[src/rtl/rmcd_pkg.sv]
// Shared types, constants and the key table of the content-length framing detector.
package rmcd_pkg;

    localparam int DEFAULT_LENGTH_BITS = 32;
    localparam int QUEUE_DEPTH         = 4;
    localparam int KEY_LEN             = 14;
    localparam int KEY_POS_BITS        = 4;
    localparam int OUT_LENGTH_BITS     = 32;

    localparam logic [1:0] ST_SEARCH = 2'd0;
    localparam logic [1:0] ST_VALID  = 2'd1;
    localparam logic [1:0] ST_BAD    = 2'd2;

    typedef struct packed {
        logic       start;
        logic [7:0] lower;
        logic [3:0] digit;
        logic       is_digit;
        logic       is_space;
        logic       is_cr;
        logic       is_lf;
        logic       is_colon;
        logic       is_plus;
        logic       is_minus;
    } t_item;

    function automatic logic [7:0] key_char(input logic [KEY_POS_BITS-1:0] pos);
        logic [7:0] ch;
        case (pos)
            4'd0:    ch = "c";
            4'd1:    ch = "o";
            4'd2:    ch = "n";
            4'd3:    ch = "t";
            4'd4:    ch = "e";
            4'd5:    ch = "n";
            4'd6:    ch = "t";
            4'd7:    ch = "-";
            4'd8:    ch = "l";
            4'd9:    ch = "e";
            4'd10:   ch = "n";
            4'd11:   ch = "g";
            4'd12:   ch = "t";
            4'd13:   ch = "h";
            default: ch = 8'h00;
        endcase
        return ch;
    endfunction

endpackage

[src/rtl/rmcd_front.sv]
// Front stage: accept input beats and classify each byte into a registered item.
module rmcd_front (
    input  logic           i_clk,
    input  logic           i_rst_n,
    input  logic           i_valid,
    output logic           o_ready,
    input  logic [7:0]     i_data_byte,
    input  logic           i_start_req,
    output logic           o_item_valid,
    input  logic           i_item_ready,
    output rmcd_pkg::t_item o_item
);
    import rmcd_pkg::*;

    logic  r_fv;
    t_item r_item;
    t_item n_item;
    logic  take;

    assign o_ready      = !r_fv || i_item_ready;
    assign take         = i_valid && o_ready;
    assign o_item_valid = r_fv;
    assign o_item       = r_item;

    always_comb begin
        n_item.start    = i_start_req;
        n_item.lower    = (i_data_byte >= "A" && i_data_byte <= "Z") ?
                          (i_data_byte + 8'd32) : i_data_byte;
        n_item.digit    = 4'(i_data_byte - "0");
        n_item.is_digit = (i_data_byte >= "0" && i_data_byte <= "9");
        n_item.is_space = (i_data_byte == 8'h20) ||
                          (i_data_byte >= 8'h09 && i_data_byte <= 8'h0D);
        n_item.is_cr    = (i_data_byte == 8'h0D);
        n_item.is_lf    = (i_data_byte == 8'h0A);
        n_item.is_colon = (i_data_byte == ":");
        n_item.is_plus  = (i_data_byte == "+");
        n_item.is_minus = (i_data_byte == "-");
    end

    always_ff @(posedge i_clk) begin
        if (!i_rst_n) begin
            r_fv <= 1'b0;
        end else if (o_ready) begin
            r_fv <= i_valid;
        end
        if (take) begin
            r_item <= n_item;
        end
    end

endmodule

[src/rtl/rmcd_queue.sv]
// Short item queue between the front and back stages.
module rmcd_queue (
    input  logic            i_clk,
    input  logic            i_rst_n,
    input  logic            i_push_valid,
    output logic            o_push_ready,
    input  rmcd_pkg::t_item i_item,
    output logic            o_pop_valid,
    input  logic            i_pop,
    output rmcd_pkg::t_item o_item
);
    import rmcd_pkg::*;

    localparam int PTR_BITS = $clog2(QUEUE_DEPTH);
    localparam int CNT_BITS = $clog2(QUEUE_DEPTH + 1);

    t_item               r_mem [QUEUE_DEPTH];
    logic [PTR_BITS-1:0] r_wr_ptr;
    logic [PTR_BITS-1:0] r_rd_ptr;
    logic [CNT_BITS-1:0] r_count;
    logic                push;
    logic                pop;

    assign o_push_ready = (r_count != CNT_BITS'(QUEUE_DEPTH));
    assign o_pop_valid  = (r_count != '0);
    assign push         = i_push_valid && o_push_ready;
    assign pop          = i_pop && o_pop_valid;
    assign o_item       = r_mem[r_rd_ptr];

    always_ff @(posedge i_clk) begin
        if (!i_rst_n) begin
            r_wr_ptr <= '0;
            r_rd_ptr <= '0;
            r_count  <= '0;
        end else begin
            if (push) begin
                r_wr_ptr <= (r_wr_ptr == PTR_BITS'(QUEUE_DEPTH - 1)) ? '0 : r_wr_ptr + 1'b1;
            end
            if (pop) begin
                r_rd_ptr <= (r_rd_ptr == PTR_BITS'(QUEUE_DEPTH - 1)) ? '0 : r_rd_ptr + 1'b1;
            end
            case ({push, pop})
                2'b10:   r_count <= r_count + 1'b1;
                2'b01:   r_count <= r_count - 1'b1;
                default: r_count <= r_count;
            endcase
        end
        if (push) begin
            r_mem[r_wr_ptr] <= i_item;
        end
    end

    a_count_bound: assert property (@(posedge i_clk) disable iff (!i_rst_n)
        r_count <= CNT_BITS'(QUEUE_DEPTH))
        else $error("queue count beyond depth");

    a_empty_ptrs: assert property (@(posedge i_clk) disable iff (!i_rst_n)
        (r_count == '0) |-> (r_wr_ptr == r_rd_ptr))
        else $error("queue empty with pointers apart");

endmodule

[src/rtl/rmcd_back.sv]
// Back stage: header parser, length decoder, payload counter and output register.
module rmcd_back #(
    parameter int LENGTH_BITS = rmcd_pkg::DEFAULT_LENGTH_BITS
) (
    input  logic                                i_clk,
    input  logic                                i_rst_n,
    input  logic                                i_item_valid,
    output logic                                o_item_pop,
    input  rmcd_pkg::t_item                     i_item,
    output logic                                o_valid,
    input  logic                                i_ready,
    output logic                                o_header_done,
    output logic [1:0]                          o_length_status,
    output logic [rmcd_pkg::OUT_LENGTH_BITS-1:0] o_declared_length,
    output logic                                o_complete
);
    import rmcd_pkg::*;

    typedef enum logic [2:0] {
        PH_KLEAD, PH_KEY, PH_KTAIL, PH_SKIP, PH_VLEAD, PH_VSIGN, PH_VDIG, PH_DONE
    } t_phase;

    localparam int WIDE_BITS = LENGTH_BITS + 4;

    logic [1:0]              r_crlf,   n_crlf,   c_crlf;
    logic                    r_prevlf, n_prevlf, c_prevlf;
    logic                    r_hdr,    n_hdr,    c_hdr;
    t_phase                  r_phase,  n_phase,  c_phase;
    logic [KEY_POS_BITS-1:0] r_kpos,   n_kpos,   c_kpos;
    logic                    r_neg,    n_neg,    c_neg;
    logic [LENGTH_BITS-1:0]  r_len,    n_len,    c_len;
    logic [1:0]              r_status, n_status, c_status;
    logic [LENGTH_BITS-1:0]  r_cnt,    n_cnt,    c_cnt;

    logic                    r_out_valid;
    logic                    r_o_hdr;
    logic [1:0]              r_o_status;
    logic [OUT_LENGTH_BITS-1:0] r_o_len;
    logic                    r_o_cmp;

    logic [WIDE_BITS-1:0]    wide;
    logic                    ovf;
    logic                    key_hit;
    logic                    key_full;
    logic                    n_valid_len;

    assign o_item_pop        = i_item_valid && (!r_out_valid || i_ready);
    assign o_valid           = r_out_valid;
    assign o_header_done     = r_o_hdr;
    assign o_length_status   = r_o_status;
    assign o_declared_length = r_o_len;
    assign o_complete        = r_o_cmp;

    always_comb begin
        if (i_item.start) begin
            c_crlf   = '0;
            c_prevlf = 1'b0;
            c_hdr    = 1'b0;
            c_phase  = PH_KLEAD;
            c_kpos   = '0;
            c_neg    = 1'b0;
            c_len    = '0;
            c_status = ST_SEARCH;
            c_cnt    = '0;
        end else begin
            c_crlf   = r_crlf;
            c_prevlf = r_prevlf;
            c_hdr    = r_hdr;
            c_phase  = r_phase;
            c_kpos   = r_kpos;
            c_neg    = r_neg;
            c_len    = r_len;
            c_status = r_status;
            c_cnt    = r_cnt;
        end

        wide     = (WIDE_BITS'(c_len) << 3) + (WIDE_BITS'(c_len) << 1) +
                   WIDE_BITS'(i_item.digit);
        ovf      = (wide[WIDE_BITS-1:LENGTH_BITS] != '0);
        key_full = (c_kpos == KEY_POS_BITS'(KEY_LEN));
        key_hit  = (c_kpos < KEY_POS_BITS'(KEY_LEN)) && (i_item.lower == key_char(c_kpos));

        n_crlf   = c_crlf;
        n_prevlf = c_prevlf;
        n_hdr    = c_hdr;
        n_phase  = c_phase;
        n_kpos   = c_kpos;
        n_neg    = c_neg;
        n_len    = c_len;
        n_status = c_status;
        n_cnt    = c_cnt;

        if (c_hdr) begin
            if (c_cnt != '1) begin
                n_cnt = c_cnt + 1'b1;
            end
        end else begin
            if (c_phase != PH_DONE) begin
                if (i_item.is_lf) begin
                    if (c_phase == PH_VLEAD || c_phase == PH_VSIGN || c_phase == PH_VDIG) begin
                        n_phase = PH_DONE;
                    end else begin
                        n_phase = PH_KLEAD;
                        n_kpos  = '0;
                    end
                end else begin
                    case (c_phase)
                        PH_KLEAD: begin
                            if (!i_item.is_space) begin
                                if (!i_item.is_colon && i_item.lower == key_char('0)) begin
                                    n_kpos  = KEY_POS_BITS'(1);
                                    n_phase = PH_KEY;
                                end else begin
                                    n_phase = PH_SKIP;
                                end
                            end
                        end
                        PH_KEY: begin
                            if (i_item.is_colon) begin
                                if (key_full) begin
                                    n_phase  = PH_VLEAD;
                                    n_status = ST_BAD;
                                    n_len    = '0;
                                end else begin
                                    n_phase = PH_SKIP;
                                end
                            end else if (i_item.is_space) begin
                                n_phase = key_full ? PH_KTAIL : PH_SKIP;
                            end else if (key_hit) begin
                                n_kpos = c_kpos + 1'b1;
                            end else begin
                                n_phase = PH_SKIP;
                            end
                        end
                        PH_KTAIL: begin
                            if (i_item.is_colon) begin
                                n_phase  = PH_VLEAD;
                                n_status = ST_BAD;
                                n_len    = '0;
                            end else if (!i_item.is_space) begin
                                n_phase = PH_SKIP;
                            end
                        end
                        PH_SKIP: begin
                            n_phase = PH_SKIP;
                        end
                        default: begin
                            if (c_phase == PH_VLEAD && i_item.is_space) begin
                                n_phase = PH_VLEAD;
                            end else if (c_phase == PH_VLEAD &&
                                         (i_item.is_plus || i_item.is_minus)) begin
                                n_neg   = i_item.is_minus;
                                n_phase = PH_VSIGN;
                            end else if (i_item.is_digit) begin
                                if (ovf || (c_neg && wide[LENGTH_BITS-1:0] != '0)) begin
                                    n_status = ST_BAD;
                                    n_len    = '0;
                                    n_phase  = PH_DONE;
                                end else begin
                                    n_len    = wide[LENGTH_BITS-1:0];
                                    n_status = ST_VALID;
                                    n_phase  = PH_VDIG;
                                end
                            end else if (c_phase == PH_VDIG) begin
                                n_phase = PH_DONE;
                            end else begin
                                n_status = ST_BAD;
                                n_len    = '0;
                                n_phase  = PH_DONE;
                            end
                        end
                    endcase
                end
            end

            if (i_item.is_cr) begin
                n_crlf = (c_crlf == 2'd2) ? 2'd3 : 2'd1;
            end else if (i_item.is_lf) begin
                if (c_crlf == 2'd3 || c_prevlf) begin
                    n_hdr = 1'b1;
                end
                n_crlf = (c_crlf == 2'd1) ? 2'd2 : 2'd0;
            end else begin
                n_crlf = 2'd0;
            end
            n_prevlf = i_item.is_lf;
        end

        n_valid_len = (n_status == ST_VALID);
    end

    always_ff @(posedge i_clk) begin
        if (!i_rst_n) begin
            r_crlf      <= '0;
            r_prevlf    <= 1'b0;
            r_hdr       <= 1'b0;
            r_phase     <= PH_KLEAD;
            r_kpos      <= '0;
            r_neg       <= 1'b0;
            r_len       <= '0;
            r_status    <= ST_SEARCH;
            r_cnt       <= '0;
            r_out_valid <= 1'b0;
        end else begin
            if (o_item_pop) begin
                r_crlf   <= n_crlf;
                r_prevlf <= n_prevlf;
                r_hdr    <= n_hdr;
                r_phase  <= n_phase;
                r_kpos   <= n_kpos;
                r_neg    <= n_neg;
                r_len    <= n_len;
                r_status <= n_status;
                r_cnt    <= n_cnt;
            end
            if (!r_out_valid || i_ready) begin
                r_out_valid <= i_item_valid;
            end
        end
        if (o_item_pop) begin
            r_o_hdr    <= n_hdr;
            r_o_status <= n_status;
            r_o_len    <= n_valid_len ? OUT_LENGTH_BITS'(n_len) : '0;
            r_o_cmp    <= n_hdr && n_valid_len && (n_cnt >= n_len);
        end
    end

    a_complete_needs_len: assert property (@(posedge i_clk) disable iff (!i_rst_n)
        (r_out_valid && r_o_cmp) |-> (r_o_hdr && r_o_status == ST_VALID))
        else $error("complete without header end and valid length");

    a_len_zero_unless_valid: assert property (@(posedge i_clk) disable iff (!i_rst_n)
        (r_out_valid && r_o_status != ST_VALID) |-> (r_o_len == '0))
        else $error("declared length nonzero without valid status");

endmodule

[src/rtl/rtsp_message_completeness_detector.sv]
// Top level of the content-length framing detector for text-protocol responses.
//
// Input channel: i_valid / o_ready carry one beat per byte (i_data_byte) with
// i_start_req marking the first byte of a new message, which clears all parse
// state before that byte is taken.
// Output channel: o_valid / i_ready carry one result beat per input beat, in
// order: o_header_done, o_length_status (0 searching or absent, 1 valid,
// 2 bad), o_declared_length (zero unless valid) and o_complete.
// Each result is registered in the classifier stage, the queue and the back
// stage's output register in turn. Throughput: one byte per cycle while the
// output side is not stalled; the parse and count update are combinational.
// A four-beat queue between the classifier stage and the parser lets the
// input keep flowing for several beats while the receiver stalls; once it
// fills, o_ready drops until results are taken.
// Reset: i_rst_n low on a rising edge empties the pipeline and returns the
// parser to the start-of-message state; no clearing pass is needed.
module rtsp_message_completeness_detector #(
    parameter int LENGTH_BITS = rmcd_pkg::DEFAULT_LENGTH_BITS
) (
    input  logic                                i_clk,
    input  logic                                i_rst_n,
    input  logic                                i_valid,
    output logic                                o_ready,
    input  logic [7:0]                          i_data_byte,
    input  logic                                i_start_req,
    output logic                                o_valid,
    input  logic                                i_ready,
    output logic                                o_header_done,
    output logic [1:0]                          o_length_status,
    output logic [rmcd_pkg::OUT_LENGTH_BITS-1:0] o_declared_length,
    output logic                                o_complete
);
    import rmcd_pkg::*;

    logic  f_valid;
    logic  f_ready;
    t_item f_item;
    logic  q_valid;
    logic  q_pop;
    t_item q_item;

    rmcd_front u_front (
        .i_clk        (i_clk),
        .i_rst_n      (i_rst_n),
        .i_valid      (i_valid),
        .o_ready      (o_ready),
        .i_data_byte  (i_data_byte),
        .i_start_req  (i_start_req),
        .o_item_valid (f_valid),
        .i_item_ready (f_ready),
        .o_item       (f_item)
    );

    rmcd_queue u_queue (
        .i_clk        (i_clk),
        .i_rst_n      (i_rst_n),
        .i_push_valid (f_valid),
        .o_push_ready (f_ready),
        .i_item       (f_item),
        .o_pop_valid  (q_valid),
        .i_pop        (q_pop),
        .o_item       (q_item)
    );

    rmcd_back #(
        .LENGTH_BITS (LENGTH_BITS)
    ) u_back (
        .i_clk             (i_clk),
        .i_rst_n           (i_rst_n),
        .i_item_valid      (q_valid),
        .o_item_pop        (q_pop),
        .i_item            (q_item),
        .o_valid           (o_valid),
        .i_ready           (i_ready),
        .o_header_done     (o_header_done),
        .o_length_status   (o_length_status),
        .o_declared_length (o_declared_length),
        .o_complete        (o_complete)
    );

endmodule

[config.mk]
export PLATFORM = sky130hd
export DESIGN_NAME = rtsp_message_completeness_detector
export DESIGN_NICKNAME = d
export VERILOG_FILES = /design/src/rtl/rmcd_pkg.sv /design/src/rtl/rmcd_front.sv /design/src/rtl/rmcd_queue.sv /design/src/rtl/rmcd_back.sv /design/src/rtl/rtsp_message_completeness_detector.sv
export SDC_FILE = /design/constraint.sdc
export NUM_CORES = 1
export LEC_CHECK = 0
export BUFFER_PORTS_ARGS = -buffer_cell sky130_fd_sc_hd__buf_2
export CAP_MARGIN = 20
export CORE_UTILIZATION = 63
export CTS_BUF_LIST = sky130_fd_sc_hd__clkbuf_4 sky130_fd_sc_hd__clkbuf_8
export CTS_CLUSTER_DIAMETER = 30
export DETAILED_ROUTE_END_ITERATION = 10
export GPL_TIMING_DRIVEN = 0
export PLACE_DENSITY = 0.81
export SYNTH_ARGS = -nofsm -noshare
export SYNTH_HDL_FRONTEND = slang
export SYNTH_SLANG_ARGS = --single-unit
[constraint.sdc]
create_clock -name i_clk -period 8.5 [get_ports i_clk]
set_input_delay 1.275 -clock i_clk [delete_from_list [all_inputs] [get_ports i_clk]]
set_output_delay 1.275 -clock i_clk [all_outputs]
set_load 0.02 [all_outputs]
* Word level (Yosys, flattened, before mapping)
Memory sizes are Yosys's and may differ from the RTL's. A register that Yosys moved wholly into a read port is not among the register bits.
Cells that the tools add are included.
** Storage, ports and cells
- Output and inout bits :: 38
- Logic and storage cells :: 193
- Input port bits :: 13
- Bits in registers :: 143
- Bits in read-only memories :: 112
- Memories kept :: 2
- Bits in writable memories :: 80
** Memories
- (name not given) :: words 16, bits a word 7, rd ports 1, clocked after Yosys merged registers in 0, wr ports 0, RTL line rmcd_pkg.sv:29 : case (pos)
- u_queue.r_mem :: words 4, bits a word 20, rd ports 1, clocked after Yosys merged registers in 1, wr ports 1, RTL line rmcd_queue.sv:17 : t_item r_mem [QUEUE_DEPTH];
** Cells by class
- $add $sub $neg :: 10
- Mux-type cells :: 87
- Equality and inequality tests :: 26
- $lt $le $gt $ge :: 8
- Reduce and logical (&&, ||, !) cells :: 32
** Operators with widths (number)
- $mux 32 :: 15
- $pmux 32 s3 :: 1
- $mux 2 :: 23
- $mux 3 :: 14
- $mux 4 :: 10
- $add 35x33->36 :: 1
- $add 36x4->36 :: 1
- $add 32x1->32 const B :: 1
- $eq 8x6->1 const B :: 4
- $ge 32x32->1 :: 1
- $ne 32x32->1 const B :: 1
- $reduce_bool 32->1 :: 1
- $mux 1 :: 19
- $eq 8x4->1 const B :: 2
- $logic_and 1x1->1 :: 14
- $pmux 3 s4 :: 1
- $eq 2x2->1 const B :: 5
- $eq 3x3->1 const B :: 3
- $add 8x6->8 const B :: 1
- $eq 8x7->1 const B :: 1
- $eq 8x8->1 :: 1
- $ge 8x4->1 const B :: 1
- $ge 8x6->1 const B :: 1
- $ge 8x7->1 const B :: 1
- other kinds (26) :: 40

* Longest topological paths before layout
Gate-level depths: netlist (run 1).
- Depth after elaboration :: 17
- Mapped depth :: 36
- Depth with buffers taken out :: 31

* By module
Synthesis (run 1) repeated with hierarchy kept, for this count alone.
** Second synthesis, totals
- Cell total of the unflattened synthesis :: 1618
- Area total of the unflattened synthesis :: 14686.6 µm²
** Modules (own cells, without submodules)
- rmcd_back :: cells each 1395, times used 1, area each 10520.1 µm², seq. area each 2662.6 µm²
- rmcd_queue :: cells each 160, times used 1, area each 3374.5 µm², seq. area each 2582.5 µm²
- rmcd_front :: cells each 63, times used 1, area each 792.0 µm², seq. area each 500.5 µm²

* Least setup slack after synthesis (run 1)
Ideal clock, no wire load.
- Path type :: register to register
- Start :: register (tool-made name)
- End :: register u_back.r_o_cmp (netlist: u_back.o_complete), data pin
- Data arrival time :: 7231 ps
- Path slack :: 1003 ps
- Setup time :: 266 ps
- Required time :: 8234 ps
- Cell stages (with the launch flop) :: 32
- Buffers on the path :: 7
- Period minus slack after synthesis :: 7497 ps
- Cells stage by stage :: dfxtp_1 clkbuf_1 mux4_2 clkbuf_1 clkbuf_1 clkbuf_1 buf_1 buf_1 nor2b_1 ha_1 ha_1 a21o_1 a21o_1 a2111oi_0 o2111ai_1 o211ai_1 o211ai_1 nor4_1 a31o_2 buf_4 a31oi_1 o22ai_1 inv_1 ha_1 a21o_1 a21o_1 a21oi_1 o21ai_0 or4_1 a211oi_1 o31a_1 nor4_4
** RTL lines
- to (signal assigned) :: RTL line rmcd_back.sv:224 : r_o_cmp <= n_hdr && n_valid_len && (n_cnt >= n_len);
- to (decl) :: RTL line rmcd_back.sv:39 : logic r_o_cmp;

==> results of run 1 <==
==> logic make-up after synthesis <==
kind of cell | count (synthesis) | synth area share, %
fa+ha+maj | 113 | 9.91
compound gates | 497 | 22.2
simple gates | 618 | 20.9
xor+xnor | 51 | 3.10
buf+inv | 157 | 4.31
flops | 205 | 36.5
mux | 26 | 3.06
==> what timing repair did <==
action / 4_1_cts / 5_1_grt
endpoints found under the setup margin: 2 / 1
pin swaps: 0 / 3
resized for setup: 22 / 21
hold buffers: 0 / 0
setup buffers: 1 / 4
==> power groups by stage <==
| stage | clock network [mW] | logic [mW] | registers [mW] |
|---|---|---|---|
| final | 1.10 | 1.86 | 1.33 |
| after global routing | 1.15 | 1.98 | 1.35 |
| after CTS | 1.11 | 1.79 | 1.33 |
| after detailed placement | 0 | 1.77 | 1.34 |
| after global placement | 0 | 1.70 | 1.34 |
| after floorplan | 0 | 1.07 | 1.44 |
==> sequential cells by signal (all words and copies together), names as in the netlist, named ones only <==
register,cells
u_front.o_item_valid,1
u_back.r_phase,3
u_back.r_len,32
u_back.r_prevlf,1
u_back.o_length_status,2
u_back.r_crlf,2
u_queue.r_mem,64
u_queue.r_count,3
u_queue.r_rd_ptr,2
u_back.r_kpos,4
u_back.o_valid,1
u_queue.r_wr_ptr,2
u_front.o_item,16
u_back.r_status,2
u_back.o_declared_length,32
u_back.r_neg,1
u_back.o_complete,1
u_back.r_hdr,1
u_back.o_header_done,1
u_back.r_cnt,32
==> placed cells by master (no fill, tap or decap), types with 14 or more instances in the layout <==
cell and instances:
nor2_1 175, nand2_1 173, a21oi_1 155, edfxtp_1 116, ha_1 111, o21ai_0 109, dfxtp_1 88, clkbuf_1 64
inv_1 62, buf_2 55, nor3_1 49, clkbuf_8 43, nor2b_1 34, nand3_1 34, a21o_1 31, a31oi_1 31
xnor2_1 30, nand4_1 27, and3_1 21, xor2_1 21, nand2b_1 15, a211oi_1 15, or3_1 15, mux4_2 14
clkbuf_4 14
==> cell type report <==
cell class	instances	area (µm²)
Multi-Input combinational cell	1305	8660
Fill cell	1704	6040
Sequential cell	205	5270
Clock buffer	55	682
Buffer	86	373
Tap cell	280	350
Timing Repair Buffer	56	322
Inverter	65	244
Clock inverter	20	226
==> per-layer routing <==
layer / share of wire, % / GRT usage [%] / vias up
met5: 0.033 / 0 / -
li1: - / - / 6388
met2: 46 / 62.4 / 851
met1: 38 / 48.2 / 6577
met4: 5.7 / 22.6 / 2
met3: 9.9 / 6.69 / 193
==> stage by stage <==
stage	setup slack, ns	cell area, µm²	total power, mW	hold slack (ns)
finish	0.232	16100	4.30	0.459
global route	-0.0216	16100	4.48	0.475
CTS	0.0561	16000	4.23	0.457
detailed placement	-1.78	15100	3.11	0.449
global placement	-1.77	15000	3.04	0.447
floorplan	1.00	14400	2.51	0.433
==> final timing paths <==
path / cells past startpoint / from / slack, ns / end
min reg2reg: 2 / u_back.r_prevlf / 0.46 / u_back.r_prevlf
min: 2 / u_back.r_prevlf / 0.46 / u_back.r_prevlf
max reg2reg: 28 / flop / 0.23 / u_back.o_complete
max: 28 / flop / 0.23 / u_back.o_complete
==> critical path, delay by kind of cell (launching register included) <==
| family | cells | cell delay, ns |
|---|---|---|
| and+or+nand+nor | 7 | 1.69 |
| DFF | 1 | 0.32 |
| muxes | 2 | 0.97 |
| buffers and inverters | 5 | 1.17 |
| AOI/OAI and AO/OA | 11 | 2.83 |
| adders and majority gates | 3 | 0.97 |
==> metrics, run 1 <==
layout cells sized above 1=13.2%; #FFs+latches synth=205; clk slew on worst S/H paths=0.06 ns; Post-DRT Antenna Nets=0; pin count of the biggest net entering global routing=26; Cells after Synth=1667; cell area after synthesis=14400 µm²; Sw Pwr=1.84 mW; Top cell by count, worst path=ha_1; Crit Path Max Fanout=10; DR WL/cell=21.8 µm; crit path DAT=8.54 ns; Netlist cell types=95; commonest cells in the synthesized netlist=nor2_1, nand2_1, a21oi_1; minimum clock period=8.27 ns; final hold vios=0; main area contributors after synthesis=edfxtp_1, dfxtp_1, ha_1, a21oi_1, nor2_1; overflow left after global routing=0; routability cong.=0.978; Hold WC Path Type=reg -> reg; post-layout util=72.8%; Final HPWL DP=34000 µm; Rel. slew slack=31.9%; area grow syn2layout=11.8%; Die Wd=153 µm; total power divided by cell area=267 nW/µm²; Combinational Power Share=43.4%; vias per cell=6.76; syn_area_per_cell=8.65 µm²; I/O Pins=51; Reg power frac=31.0%; Synth top area share=24.2%; Worst-Skew Late Latency=0.56 ns; Sink Count=205; antenna diode count=0; final clock skew=0.0493 ns; Layout Nets=1887; number of DRC markers in iteration 0=1548; Core Box Area=22200 µm²; Tcrit/Tclk final=97.3%; count of synthesis-stage warnings from yosys=0; GRT Total Usage=38.4%; Slew @ Worst Pin=1.02 ns; Post-synth ARST share=0%; starting density of the core=65.1%; max capacitance violation total=0; cell taking the most area after synthesis=edfxtp_1; Post-Syn Nets=1793; number of global-route vias before repair=13600; max-slew violations=0; EDFF count, synth=116; CTS root buf=clkbuf_8; Die H=153 µm; H-tree levels=2; f_max=121 MHz; sequential element share of the synthesized area=36.5%; DR vias=14000; Layout Cells excl Fill=2072; Pre-antenna DRT Iters=7; Die ar.=23500 µm²; outcome=finished clean; Final Setup Violations=0; setup tns final=0 ns; Most used DFF post-synth=edfxtp_1; Worst path max stage delay=0.67 ns; initial antenna violation count=1; IO Port Bufs=49; most common cell in the netlist=nor2_1; Sw Ratio=42.8%; VDD IR max=0.269 mV; Int Power=2.46 mW; first-pass GRT wire length=71000 µm; Setup CP Type=reg -> reg; CTS tree=done; DRC=0; DP Cell Count=1998; CP max stage cell=mux4_2; Num CTS Buffers=42; num rows=54; Routed WL=45200 µm; clock share of power=25.7%; WP data required=8.77 ns; crit start category=flop; CP endpoint kind=flop; Static Leak=6.27 nW; Clock Path Buffers=3
(Power assumes the default switching activity.)
==> inputs of run 2 (changes only) <==
Settings changed: CAP_MARGIN 20 to default, CORE_MARGIN from default to 2, REMOVE_ABC_BUFFERS from default to 1.
==> metrics, run 2 (same netlist as run 1, synthesis figures left out) <==
outcome=finished clean; pin count of the biggest net entering global routing=62 (+140%); Clock Path Buffers=3 (unchanged); DP Cell Count=1916 (-4.1%); CP max stage cell=mux4_4; Post-DRT Antenna Nets=0 (unchanged); CTS root buf=clkbuf_8; Static Leak=6.21 nW (-1.0%); Core Box Area=22600 µm² (+1.9%); DR vias=13600 (-2.8%); final clock skew=0.0543 ns (+0.00492 ns); f_max=121 MHz (+0.31%); DR WL/cell=20.8 µm (-4.5%); Sw Pwr=1.78 mW (-3.2%); RSZ-0062 raised after global routing=no; CTS tree=done; Slew @ Worst Pin=1.30 ns (+0.287 ns); area grow syn2layout=10.6%; post-place instance area=14800 µm² (-1.9%); Die H=155 µm (+1.3%); I/O Pins=51 (unchanged); Top reg by flops=u_queue.r_mem; Reg power frac=32.2% (+1.2 points); Num CTS Buffers=45 (+7.1%); Sw Ratio=42.0% (-0.82 points); Tcrit/Tclk final=97.0% (-0.30 points); worst reg2reg setup slack=0.26 ns (+0.03 ns); Int Power=2.46 mW (+0.15%); first-pass GRT wire length=65600 µm (-7.6%); Pre-antenna DRT Iters=6 (-1); layout cells sized above 1=12.8% (-0.32 points); initial antenna violation count=0 (-1); Die Wd=155 µm (+1.3%); DRC=0 (unchanged); Worst-Skew Late Latency=0.60 ns (+0.04 ns); Die ar.=24100 µm² (+2.6%); Hold Buf Count CTS=0 (unchanged); final hold vios=0 (unchanged); worst-path cell chain=mux4_4 > nor2b_1 > ha_1 > ha_1 > a21oi_1 > o21bai_1 > a2111oi_0 > o2111ai_1 > o211ai_1 > o211ai_1 > nor4_4 > a31o_4 > a31oi_1 > o22ai_2 > inv_1 > ha_1 > a21o_1 > a21o_1 > a21oi_1 > o21ai_0 > or4_1 > a211oi_1 > o31a_1 > nor4_4; Combinational Power Share=40.4% (-3.0 points); Worst path max stage delay=0.81 ns (+0.14 ns); number of DRC markers in iteration 0=1572 (+1.6%); max capacitance violation total=0 (unchanged); minimum clock period=8.24 ns (-0.0255 ns); max-slew violations=0 (unchanged); IO Port Bufs=50 (+2.0%); total power divided by cell area=266 nW/µm² (-0.21%); num rows=55 (+1.9%); post-layout util=70.7% (-2.1 points); crit start category=flop; Layout Nets=1813 (-3.9%); Setup CP Type=reg -> reg; Top cell by count, worst path=ha_1; Routed WL=41700 µm (-7.6%); clock share of power=27.4% (+1.7 points); most frequent cells in the layout=nand2_1, nor2_1, a21oi_1; Largest register FFs=64 (unchanged); Hold WC Path Type=reg -> reg; starting density of the core=63.9% (-1.2 points); Final HPWL DP=28000 µm (-18%); Layout Cells excl Fill=2006 (-3.2%); clk slew on worst S/H paths=0.06 ns (about the same); Crit Path Max Fanout=12 (+2); H-tree levels=2 (unchanged); Final Instance Area=16000 µm² (-1.1%); CP endpoint kind=flop; Rel. slew slack=13.0% (-19 points); crit path DAT=8.53 ns (about the same); overflow left after global routing=0 (unchanged); Sink Count=205 (unchanged); crit-path leading delay family=compound AO/OA/AOI/OAI gates; routability cong.=0.959 (-1.9%); vias per cell=6.79 (+0.44%); WP data required=8.79 ns (+0.02 ns); VDD IR max=0.453 mV (+68%); Final Setup Violations=0 (unchanged); GRT Total Usage=33.7% (-4.7 points); Buf/Inv on CP=1 (-4); number of global-route vias before repair=13000 (-4.7%)
## run 2: cell types whose count changed in the layout (fill, tap and decap cells not counted), sizes merged
cell      delta
mux4         +3
clkbuf      -75
diode        +1
clkinvlp     -1
buf         -11
a31o         +1
clkinv      +11
## run 2: final timing paths
path                        from                end  depth (start not counted)
setup reg to reg            flop  u_back.o_complete                         24
hold reg to reg   u_back.o_valid     u_back.o_valid                          2
hold / removal    u_back.o_valid     u_back.o_valid                          2
setup / recovery            flop  u_back.o_complete                         24
## run 2: cell type report
type | count | area [µm²]
clock inverters | 30 | 298
diodes | 1 | 2.50
clock buffers | 50 | 676
well taps | 285 | 357
repair buffers | 61 | 395
multi-input cells | 1309 | 8710
fillers | 1707 | 6620
flip-flops and latches | 205 | 5270
inverters | 65 | 246
## run 2: per-layer routing
layer  global-route usage, %  up-vias  routed length [µm]
met5                       0        -                   0
met4                    18.8        0                2460
met3                    7.27      210                3820
met2                    55.8      788               19400
met1                    41.2     6364               16100
li1                        -     6263                   -
## run 2: power by group through the flow
stage | registers, mW | clock network (mW) | logic, mW
after detailed placement | 1.38 | 0 | 1.58
after floorplan | 1.47 | 0 | 0.982
after CTS | 1.37 | 1.17 | 1.63
after global routing | 1.38 | 1.22 | 1.84
final | 1.37 | 1.16 | 1.71
after global placement | 1.37 | 0 | 1.51
## run 2: metrics by stage
step	hold WS [ns]	setup slack [ns]	setup TNS [ns]	power, mW
final	0.472	0.258	0	4.24
after global routing	0.510	0.0141	0	4.44
after CTS	0.472	0.0349	0	4.17
after detailed placement	0.462	-1.22	-1.22	2.96
after global placement	0.445	-1.37	-1.37	2.89
after floorplan	0.432	0.650	0	2.45
## run 2: repair_timing
action                                 4_1_cts  5_1_grt
endpoints found under the hold margin        0        0
gates cloned                                 3        1
resized for setup                            8       11
buffers inserted                             0        5
setup endpoints to repair                    1        1
pin swaps                                    0        2
## run 2: worst register-to-register path, cell delays in order (launching register included)
cell and delay (ns):
dfxtp_4 0.52, mux4_4 0.81, nor2b_1 0.39, ha_1 0.31
ha_1 0.38, a21oi_1 0.32, o21bai_1 0.19, a2111oi_0 0.64
o2111ai_1 0.25, o211ai_1 0.27, o211ai_1 0.23, nor4_4 0.53
a31o_4 0.35, a31oi_1 0.16, o22ai_2 0.28, inv_1 0.08
ha_1 0.32, a21o_1 0.19, a21o_1 0.18, a21oi_1 0.17
o21ai_0 0.23, or4_1 0.61, a211oi_1 0.28, o31a_1 0.24
nor4_4 0.05
